**src/rtl/core/prle_pkg.sv**
```systemverilog
// Shared types and constants of the pixel run-length encoder.
// Used by every module of the block; depends on nothing.
`default_nettype none

package prle_pkg;

    localparam logic [15:0] RUN_MAX        = 16'hFFFF;
    localparam logic [24:0] RECORD_BYTES   = 25'd6;
    localparam logic [24:0] TWO_RECORDS    = 25'd12;
    localparam logic [23:0] CAPACITY_RESET = 24'hFFFFFF;

    // Configuration port: one 32-bit register at byte address 0.
    localparam int unsigned CFG_ADDR_W   = 3;
    localparam logic        REG_CAPACITY = 1'b0;

    // Queue between the front and back parts.
    localparam int unsigned FIFO_DEPTH = 4;
    localparam int unsigned FIFO_AW    = $clog2(FIFO_DEPTH);

    typedef struct packed {
        logic [15:0] run_length;
        logic [31:0] pixel_value;
        logic        last_run;
        logic        overflow;
        logic [23:0] total_bytes;
    } t_record;

    // One queue entry holds all records caused by one pixel.
    typedef struct packed {
        t_record first;
        t_record second;
        logic    has_second;
    } t_entry;

    typedef struct packed {
        logic full;
        logic empty;
    } t_fifo_stat;

    function automatic t_record error_record(input logic [23:0] total);
        t_record rec;
        rec.run_length  = '0;
        rec.pixel_value = '0;
        rec.last_run    = 1'b1;
        rec.overflow    = 1'b1;
        rec.total_bytes = total;
        return rec;
    endfunction

endpackage

`default_nettype wire

```
**src/rtl/core/pixel_run_length_encoder.sv**
```systemverilog
// Top level of the pixel run-length encoder: configuration register, front
// part, record queue and back part. Uses prle_pkg, prle_front, prle_fifo, prle_back.
//
//   Channel   Direction  Handshake                 Beat contents
//   --------  ---------  ------------------------  --------------------------------------
//   in        input      i_in_valid / o_in_stall   i_pixel, i_last_pixel
//   out       output     o_out_valid / i_out_stall run, pixel, last, overflow, total bytes
//   config    input      APB psel/penable/pwrite   output_capacity at byte address 0
//
// One pixel is taken per cycle while the queue is not full. The front part
// decides every record of a pixel in the cycle it is accepted and pushes them as
// one queue entry, from which the back part loads the output register.
// A pixel that closes a run and also ends the image yields two records; the back
// part sends the first and then the second, and pops no queue entry in between.
// The four-entry queue absorbs such bursts and output stalls; the input stalls only
// when that queue is full. Reset is synchronous and active low; it empties the
// queue and the output register and sets the capacity to its full value.
`default_nettype none

module pixel_run_length_encoder (
    input  wire logic                                i_clk,
    input  wire logic                                i_rst_n,
    // Pixel input channel.
    input  wire logic                                i_in_valid,
    output logic                                     o_in_stall,
    input  wire logic [31:0]                         i_pixel,
    input  wire logic                                i_last_pixel,
    // Record output channel.
    output logic                                     o_out_valid,
    input  wire logic                                i_out_stall,
    output logic [15:0]                              o_run_length,
    output logic [31:0]                              o_pixel_value,
    output logic                                     o_last_run,
    output logic                                     o_overflow,
    output logic [23:0]                              o_total_bytes,
    // Configuration port.
    input  wire logic                                psel,
    input  wire logic                                penable,
    input  wire logic                                pwrite,
    input  wire logic [prle_pkg::CFG_ADDR_W-1:0]     paddr,
    input  wire logic [31:0]                         pwdata,
    output logic [31:0]                              prdata,
    output logic                                     pready
);

    logic [23:0]          r_capacity;
    logic                 cfg_write;
    logic                 push, pop;
    prle_pkg::t_entry     push_entry, head_entry;
    prle_pkg::t_fifo_stat fifo_stat;
    prle_pkg::t_record    out_record;

    // The register index is the word address; the low two bits select a byte
    // within the word and are ignored.
    assign pready    = 1'b1;
    assign cfg_write = psel && penable && pwrite && pready;
    assign prdata    = (paddr[prle_pkg::CFG_ADDR_W-1] == prle_pkg::REG_CAPACITY) ?
                       {8'd0, r_capacity} : 32'd0;

    always_ff @(posedge i_clk) begin
        if (!i_rst_n) begin
            r_capacity <= prle_pkg::CAPACITY_RESET;
        end else if (cfg_write &&
                     paddr[prle_pkg::CFG_ADDR_W-1] == prle_pkg::REG_CAPACITY) begin
            r_capacity <= pwdata[23:0];
        end
    end

    // Front part: run tracking and the byte budget check.
    prle_front u_front (
        .i_clk        (i_clk),
        .i_rst_n      (i_rst_n),
        .i_capacity   (r_capacity),
        .i_valid      (i_in_valid),
        .i_pixel      (i_pixel),
        .i_last_pixel (i_last_pixel),
        .i_stat       (fifo_stat),
        .o_stall      (o_in_stall),
        .o_push       (push),
        .o_entry      (push_entry)
    );

    // Queue of per-pixel record groups.
    prle_fifo u_fifo (
        .i_clk   (i_clk),
        .i_rst_n (i_rst_n),
        .i_push  (push),
        .i_entry (push_entry),
        .i_pop   (pop),
        .o_entry (head_entry),
        .o_stat  (fifo_stat)
    );

    // Back part: one record per output beat.
    prle_back u_back (
        .i_clk    (i_clk),
        .i_rst_n  (i_rst_n),
        .i_entry  (head_entry),
        .i_stat   (fifo_stat),
        .o_pop    (pop),
        .i_stall  (i_out_stall),
        .o_valid  (o_out_valid),
        .o_record (out_record)
    );

    assign o_run_length  = out_record.run_length;
    assign o_pixel_value = out_record.pixel_value;
    assign o_last_run    = out_record.last_run;
    assign o_overflow    = out_record.overflow;
    assign o_total_bytes = out_record.total_bytes;

endmodule

`default_nettype wire

```
**src/rtl/core/prle_front.sv**
```systemverilog
// Front part of the encoder: accepts pixels, tracks the open run and the byte
// budget, and pushes the records each pixel causes as one queue entry. Uses prle_pkg.
`default_nettype none

module prle_front (
    input  wire logic                 i_clk,
    input  wire logic                 i_rst_n,
    input  wire logic [23:0]          i_capacity,
    input  wire logic                 i_valid,
    input  wire logic [31:0]          i_pixel,
    input  wire logic                 i_last_pixel,
    input  wire prle_pkg::t_fifo_stat i_stat,
    output logic                      o_stall,
    output logic                      o_push,
    output prle_pkg::t_entry          o_entry
);

    logic [31:0] r_held, n_held;
    logic [15:0] r_count, n_count;
    logic [23:0] r_bytes, n_bytes;
    logic        r_open, n_open;
    logic        r_aborted, n_aborted;

    logic        accept;
    logic [24:0] sum1, sum2;
    logic        fits1, fits2;
    logic        closes;
    logic [15:0] run_cnt;
    logic [31:0] run_px;

    assign o_stall = i_stat.full;
    assign accept  = i_valid && !i_stat.full;

    assign sum1   = {1'b0, r_bytes} + prle_pkg::RECORD_BYTES;
    assign sum2   = {1'b0, r_bytes} + prle_pkg::TWO_RECORDS;
    assign fits1  = sum1 <= {1'b0, i_capacity};
    assign fits2  = sum2 <= {1'b0, i_capacity};
    assign closes = r_open && !(i_pixel == r_held && r_count != prle_pkg::RUN_MAX);

    // Run as it stands after this pixel when the pixel does not close it.
    assign run_cnt = r_open ? r_count + 16'd1 : 16'd1;
    assign run_px  = r_open ? r_held : i_pixel;

    always_comb begin
        n_held    = r_held;
        n_count   = r_count;
        n_bytes   = r_bytes;
        n_open    = r_open;
        n_aborted = r_aborted;
        o_push    = 1'b0;
        o_entry   = '0;

        if (accept) begin
            if (r_aborted) begin
                // Remaining pixels of an aborted image are dropped.
                if (i_last_pixel) begin
                    n_aborted = 1'b0;
                end
            end else if (closes) begin
                o_push = 1'b1;
                if (fits1) begin
                    o_entry.first = prle_pkg::t_record'{run_length: r_count,
                                      pixel_value: r_held,
                                      last_run: 1'b0, overflow: 1'b0,
                                      total_bytes: sum1[23:0]};
                    n_held  = i_pixel;
                    n_count = 16'd1;
                    n_bytes = sum1[23:0];
                    if (i_last_pixel) begin
                        // The fresh one-pixel run is closed at once as well.
                        o_entry.has_second = 1'b1;
                        o_entry.second = fits2 ?
                            prle_pkg::t_record'{run_length: 16'd1, pixel_value: i_pixel,
                              last_run: 1'b1, overflow: 1'b0,
                              total_bytes: sum2[23:0]} :
                            prle_pkg::error_record(sum1[23:0]);
                        n_held  = '0;
                        n_count = '0;
                        n_bytes = '0;
                        n_open  = 1'b0;
                    end
                end else begin
                    o_entry.first = prle_pkg::error_record(r_bytes);
                    n_held    = '0;
                    n_count   = '0;
                    n_bytes   = '0;
                    n_open    = 1'b0;
                    n_aborted = !i_last_pixel;
                end
            end else begin
                n_held  = run_px;
                n_count = run_cnt;
                n_open  = 1'b1;
                if (i_last_pixel) begin
                    o_push = 1'b1;
                    o_entry.first = fits1 ?
                        prle_pkg::t_record'{run_length: run_cnt, pixel_value: run_px,
                          last_run: 1'b1, overflow: 1'b0,
                          total_bytes: sum1[23:0]} :
                        prle_pkg::error_record(r_bytes);
                    n_held  = '0;
                    n_count = '0;
                    n_bytes = '0;
                    n_open  = 1'b0;
                end
            end
        end
    end

    always_ff @(posedge i_clk) begin
        if (!i_rst_n) begin
            r_held    <= '0;
            r_count   <= '0;
            r_bytes   <= '0;
            r_open    <= 1'b0;
            r_aborted <= 1'b0;
        end else begin
            r_held    <= n_held;
            r_count   <= n_count;
            r_bytes   <= n_bytes;
            r_open    <= n_open;
            r_aborted <= n_aborted;
        end
    end

endmodule

`default_nettype wire

```
**src/rtl/core/prle_fifo.sv**
```systemverilog
// Short queue of record entries between the front and back parts.
// Uses prle_pkg for the entry type and depth.
`default_nettype none

module prle_fifo (
    input  wire logic                 i_clk,
    input  wire logic                 i_rst_n,
    input  wire logic                 i_push,
    input  wire prle_pkg::t_entry     i_entry,
    input  wire logic                 i_pop,
    output prle_pkg::t_entry          o_entry,
    output prle_pkg::t_fifo_stat      o_stat
);

    prle_pkg::t_entry                r_mem [prle_pkg::FIFO_DEPTH];
    logic [prle_pkg::FIFO_AW-1:0]    r_wr, r_rd;
    logic [prle_pkg::FIFO_AW:0]      r_count;
    logic                            do_push, do_pop;

    assign o_stat.full  = r_count == (prle_pkg::FIFO_AW + 1)'(prle_pkg::FIFO_DEPTH);
    assign o_stat.empty = r_count == '0;
    assign do_push      = i_push && !o_stat.full;
    assign do_pop       = i_pop && !o_stat.empty;
    assign o_entry      = r_mem[r_rd];

    always_ff @(posedge i_clk) begin
        if (do_push) begin
            r_mem[r_wr] <= i_entry;
        end
    end

    always_ff @(posedge i_clk) begin
        if (!i_rst_n) begin
            r_wr    <= '0;
            r_rd    <= '0;
            r_count <= '0;
        end else begin
            if (do_push) begin
                r_wr <= r_wr + 1'b1;
            end
            if (do_pop) begin
                r_rd <= r_rd + 1'b1;
            end
            case ({do_push, do_pop})
                2'b10:   r_count <= r_count + 1'b1;
                2'b01:   r_count <= r_count - 1'b1;
                default: r_count <= r_count;
            endcase
        end
    end

endmodule

`default_nettype wire

```
**src/rtl/core/prle_back.sv**
```systemverilog
// Back part of the encoder: unpacks queue entries into single records and
// drives the output register. Uses prle_pkg.
`default_nettype none

module prle_back (
    input  wire logic                 i_clk,
    input  wire logic                 i_rst_n,
    input  wire prle_pkg::t_entry     i_entry,
    input  wire prle_pkg::t_fifo_stat i_stat,
    output logic                      o_pop,
    input  wire logic                 i_stall,
    output logic                      o_valid,
    output prle_pkg::t_record         o_record
);

    prle_pkg::t_record r_out, r_pend;
    logic              r_out_valid, r_pend_valid;
    logic              load;

    // The output register can take a new record when empty or being drained.
    assign load     = !r_out_valid || !i_stall;
    assign o_pop    = load && !r_pend_valid && !i_stat.empty;
    assign o_valid  = r_out_valid;
    assign o_record = r_out;

    always_ff @(posedge i_clk) begin
        if (!i_rst_n) begin
            r_out_valid  <= 1'b0;
            r_pend_valid <= 1'b0;
        end else if (load) begin
            if (r_pend_valid) begin
                r_out_valid  <= 1'b1;
                r_pend_valid <= 1'b0;
            end else begin
                r_out_valid  <= !i_stat.empty;
                r_pend_valid <= !i_stat.empty && i_entry.has_second;
            end
        end
    end

    always_ff @(posedge i_clk) begin
        if (load) begin
            if (r_pend_valid) begin
                r_out <= r_pend;
            end else if (!i_stat.empty) begin
                r_out  <= i_entry.first;
                r_pend <= i_entry.second;
            end
        end
    end

endmodule

`default_nettype wire

```
**config.mk**
```make
export PLATFORM = sky130hd
export DESIGN_NAME = pixel_run_length_encoder
export DESIGN_NICKNAME = d
export VERILOG_FILES = /design/src/rtl/core/prle_pkg.sv /design/src/rtl/core/pixel_run_length_encoder.sv /design/src/rtl/core/prle_front.sv /design/src/rtl/core/prle_fifo.sv /design/src/rtl/core/prle_back.sv
export SDC_FILE = /design/constraint.sdc
export NUM_CORES = 1
export LEC_CHECK = 0
export BUFFER_PORTS_ARGS = -buffer_cell sky130_fd_sc_hd__buf_2
export CELL_PAD_IN_SITES_DETAIL_PLACEMENT = 0
export CELL_PAD_IN_SITES_GLOBAL_PLACEMENT = 1
export CORE_UTILIZATION = 30
export CTS_CLUSTER_DIAMETER = 100
export DETAILED_ROUTE_END_ITERATION = 8
export PLACE_DENSITY_LB_ADDON = 0.2
export SLEW_MARGIN = 20
export SYNTH_ARGS = -nofsm -noshare
export SYNTH_HDL_FRONTEND = slang
export SYNTH_SLANG_ARGS = --single-unit
```
**constraint.sdc**
```tcl
create_clock -name i_clk -period 14.3 [get_ports i_clk]
set_input_delay 3.575 -clock i_clk [delete_from_list [all_inputs] [get_ports i_clk]]
set_output_delay 3.575 -clock i_clk [all_outputs]
set_load 0.02 [all_outputs]
```
# Yosys cells after proc, flatten, opt, wreduce, memory -nomap -nowiden
# Memories as Yosys holds them, arrays and structs flattened. A register that Yosys moved wholly into a read port is not among the register bits.
# Cells that the tools add are included.
# word_totals
ram_bits	596
reg_bits	255
out_inout_bits	109
n_memories	1
# classes
eq_ne	7
n_addsub	7
n_reduce_logical	27
mux	45
n_lt_le_gt_ge	2
bitwise	4
# memory_table
name	depth	word_bits	rd	rd_ports_with_merged_regs	write_ports	line	rtl
u_fifo.r_mem	4	149	1	1	1	prle_fifo.sv:15	prle_pkg::t_entry r_mem [prle_pkg::FIFO_DEPTH];
# ops
operator	n
two-way mux 74 bit	6
two-way mux 149 bit	2
two-way mux 75 bit	3
two-way mux 32 bit	5
two-way mux 24 bit	5
two-way mux 59 bit	1
less-or-equal comparator 25 x 24 -> 1 bit	2
two-way mux 16 bit	3
equality test 32 bit	1
adder 24 x 3 -> 25 bit, second input constant	1
adder 24 x 4 -> 25 bit, second input constant	1
two-way mux 1 bit	17
adder 16 x 1 -> 16 bit, second input constant	1
!= test 16 bit, second input constant	1
logical AND 1 bit	11
AND reduction 3 bit	3
zero test 1 bit	7
case mux 3 bit (2 select lines)	1
adder 2 x 1 -> 2 bit, second input constant	2
two-way mux 2 bit	2
inverter 1 bit	4
AND reduction 2 bit	2
nonzero test 2 bit	2
adder 3 x 1 -> 3 bit, second input constant	1
other kinds (8)	8

# Logic depth before layout (Yosys ltp)
# logic_depth
ltp_word	10
depth_mapped	17
depth_no_buf	15

# Hierarchy
# From an unflattened synthesis, not the netlist that was laid out.
# hier_totals
hier_cells	2137
hier_area_um2	35886.9
# modules_own_cells
module	area_each_um2	seq_area_each_um2	cells_per_inst	instances
prle_fifo	21988.6	18077.3	833	1
prle_front	7071.8	1461.4	919	1
prle_back	5482.8	4484.3	243	1
pixel_run_length_encoder	1343.8	480.5	142	1

# Worst setup path before layout
# No wires, ideal clock.
# synth_path
path_type	input -> register
start	in i_out_stall
end	reg u_back.r_pend[0] (netlist bit), enable pin
cell_stages	1
arrival_ps	7965
setup_ps	564
setup_slack_ps	5771
path_buffers	0
cell_sequence	a211oi_1
# synth_via
elab_chain_len	3
# synth_rtl
element	line	rtl
start, declared	pixel_run_length_encoder.sv:30	input wire logic i_out_stall,
zero test 1 bit	prle_back.sv:21	assign load = !r_out_valid || !i_stall;
logical OR 1 bit	prle_back.sv:21	
AND reduction 3 bit (no line)	n/a	
end signal, assigned	prle_back.sv:47	r_pend <= i_entry.second;
end, declared	prle_back.sv:16	prle_pkg::t_record r_out, r_pend;
# Every way passes these cells.
# A chain may end at the register's enable or synchronous reset.

# Final worst setup path
# layout_path
start	in paddr[2] (netlist bit)
end	out prdata[11]
# layout_via
elab_chain_len	1
# layout_rtl
element	line	rtl
start, declared	pixel_run_length_encoder.sv:40	input wire logic [prle_pkg::CFG_ADDR_W-1:0] paddr,
two-way mux 24 bit	pixel_run_length_encoder.sv:57	assign prdata = (paddr[prle_pkg::CFG_ADDR_W-1] == prle_pkg::REG_CAPACITY) ?
end, declared	pixel_run_length_encoder.sv:42	output logic [31:0] prdata,
# Every way passes these cells.

==> results.md <==
- CTS Sinks: 773
- Worst Path Required: 10.72 ns
- Crit Path Max Fanout: 25
- Reg-to-reg endpoint: u_fifo.r_mem[2][147]
- Worst Setup End Kind: output port
- Clk_skew: 0.0407 ns
- Clk slew on worst S/H paths: 0.05 ns
- Crit path cell chain: buf_2 > nor2_1 > buf_2
- Initial antenna violation count: 9
- Syn avg cell area: 15.7 µm²
- R2R Path Start: u_front.r_bytes[2]
- Total GRT Usage: 0.150
- Die Y-Extent: 332 µm
- Sequential cell area fraction in the yosys report: 0.678
- I/O Buffers: 164
- Hold Fails Final Rpt: 0
- Post-CTS sizing: 0
- Initial Util: 0.303
- Yosys warns: 0
- Die area: 110000 µm²
- Max-Cap Viols: 0
- Largest net degree at the start of global routing: 60
- Detailed Routing Iterations Pass 1: 7
- Io pins: 184
- Hold_sp: u_front.r_count[15]
- Asr flop ratio synth: 0
- Fmax: 129 MHz
- Core Area: 108000 µm²
- Min-Delay Path Depth: 1
- Critical-path top delay cell: buf_2
- Max IR drop VDD: 0.130 mV
- Tmin final: 7.76 ns
- Worst path max stage delay: 0.34 ns
- Antenna-violating nets left: 0
- Outcome: finished, final reports clean
- GR Layer Usage met2: 0.260
- Die width: 332 µm
- Syn Std Cell Area: 32600 µm²
- Family with the most delay on the worst path: buffers and inverters
- Num CTS Buffers: 88
- Cells after Synth: 2079
- RSZ-0062 raised after global routing: false
- Setup slack, reg-to-reg: 8.19 ns
- Max clock buf depth: 3
- Setup Fix Bufs, Post-CTS: 0
- Total gr overflow: 0
- Kind of critical path: in2out
- Worst-margin pin slew: 1.03 ns
- Area growth, synth to finish: 16.2%
- Bufs and invs on worst path: 2
- Share of layout cells above drive strength 1: 0.243
- Final GP Congestion: 0.794
- Seq cells post-synth: 773
- Pleak: 13.0 nW
- Post-synth EDFFs: 665
- Number of setup violations in the final report: 0
- Commonest non-fill, non-tap cell in the layout: edfxtp_1
- GR Util met3: 0.0259
- Slew Limit Fails: 0
- Vias: 18462
- CTS root buffer: clkbuf_16
- Fin crit share: 0.543
- Met1 Usage GRT: 0.193
- Final TNS setup: 0 ns
- Dpl hpwl: 49600 µm
- GR peak layer: met2
- # DRC: 0
- # hold bufs at CTS: 0
- Worst skew pair latency: 0.66 ns
- Final #Nets: 2375
- Pwr Density: 172 nW/µm²
- Most frequent cells in the layout: 665 x edfxtp_1, 164 x buf_2, 133 x mux4_2, 106 x nand2_1, 105 x dfxtp_1
- Vias per Instance: 4.96
- CP Launch Type: input port
- Crit path DAT: 4.19 ns
- Vias in the first global route: 19241
- CTS tree: built
- Slew margin rel.: 0.307
- DR iter-0 viols: 1161
- Netlist cell types: 78
- H-tree depth: 3
- Class of the worst hold path: reg2reg
- CP dominant cell by count: buf_2
- Rows: 120
- Min-Delay Endpoint: u_front.r_count[15]
- Main synth FF type: edfxtp_1
- Worst r2r path cells: 16
- First-pass GRT wire length: 124000 µm
- WL/cell: 22.2 µm
- DRT Wirelength: 82600 µm
- Final Total Pwr: 6.54 mW
-- area by class of cell --
type	instances	area [µm²]
clock inverters	54	618
fillers	10319	69600
repair buffers	197	1070
clock buffers	110	2350
flip-flops and latches	773	22100
multi-input cells	1134	9770
diodes	3	7.51
well taps	1403	1760
inverters	49	186
-- kinds of logic (layout without fill, tap and decap cells) --
| family | count (synthesis) | count (layout) | share of synthesized area |
|---|---|---|---|
| flops | 773 | 773 | 0.678 |
| simple gates | 478 | 478 | 0.0754 |
| compound gates | 303 | 303 | 0.0621 |
| mux | 195 | 195 | 0.113 |
| buf+inv | 187 | 410 | 0.0262 |
| xor+xnor | 84 | 84 | 0.0226 |
| fa+ha+maj | 57 | 57 | 0.0221 |
| other cells | 2 | 20 | 0.000230 |
-- synthesized netlist by cell type (all sizes together) (31+ instances only) --
library cell  count  area, µm²
a21oi            82        410
a22o             36        315
a22oi            35        263
and2             44        275
buf              67        399
clkbuf           71        268
dfxtp           108       2160
edfxtp          665      20000
ha               56        701
inv              49        186
mux2             59        664
mux4            133       3000
nand2           107        402
nand3            47        245
nand4            31        200
nor2             99        374
nor3             58        323
o21ai            49        245
xnor2            39        342
xor2             45        394
-- sequential cells by signal, summed over array words and instances, names as in the netlist, 2 cells and up, named ones only --
signal,count
u_front.r_count,16
u_back.o_record,74
u_fifo.r_rd,2
u_front.r_held,32
r_capacity,24
u_back.r_pend,59
u_front.r_bytes,23
u_fifo.r_wr,2
u_fifo.r_count,3
u_fifo.r_mem,532
-- where the power goes --
part / leakage (nW) / internal (mW) / total, mW / switching [mW]
clock: 1.44 / 1.33 / 2.27 / 0.941
sequential: 7.28 / 2.89 / 3.02 / 0.133
combinational: 4.27 / 0.468 / 1.24 / 0.776
-- metrics by stage --
step	area, µm²	hold slack [ns]	utilization	setup slack [ns]	std cells
global placement	34900	0.488	0.325	6.31	3556
CTS	37900	0.511	0.352	6.50	3720
finish	37900	0.512	0.353	6.54	3723
detailed placement	34900	0.505	0.325	6.27	3556
global route	37900	0.521	0.352	6.42	3720
floorplan	32700	0.467	-	5.77	2094
-- how the worst max path moves through the flow --
stage	start	end	slack (ns)	cells past startpoint
floorplan	i_out_stall	u_back.r_pend[0]	5.77	1
global placement	i_pixel[26]	u_fifo.r_mem[3][116]	6.31	8
detailed placement	i_pixel[26]	u_fifo.r_mem[2][138]	6.27	8
CTS	paddr[2]	prdata[19]	6.50	3
global route	paddr[2]	prdata[7]	6.42	3
finish	paddr[2]	prdata[11]	6.54	3
-- metal layers --
metal,part of all wire,up-vias,wire length [µm]
met5,0.00027,-,22
met3,0.049,106,4020
met4,0.019,4,1560
met1,0.43,9437,35500
met2,0.50,469,41500
li1,-,8446,-
No activity file was read; power rests on OpenSTA's default activity.
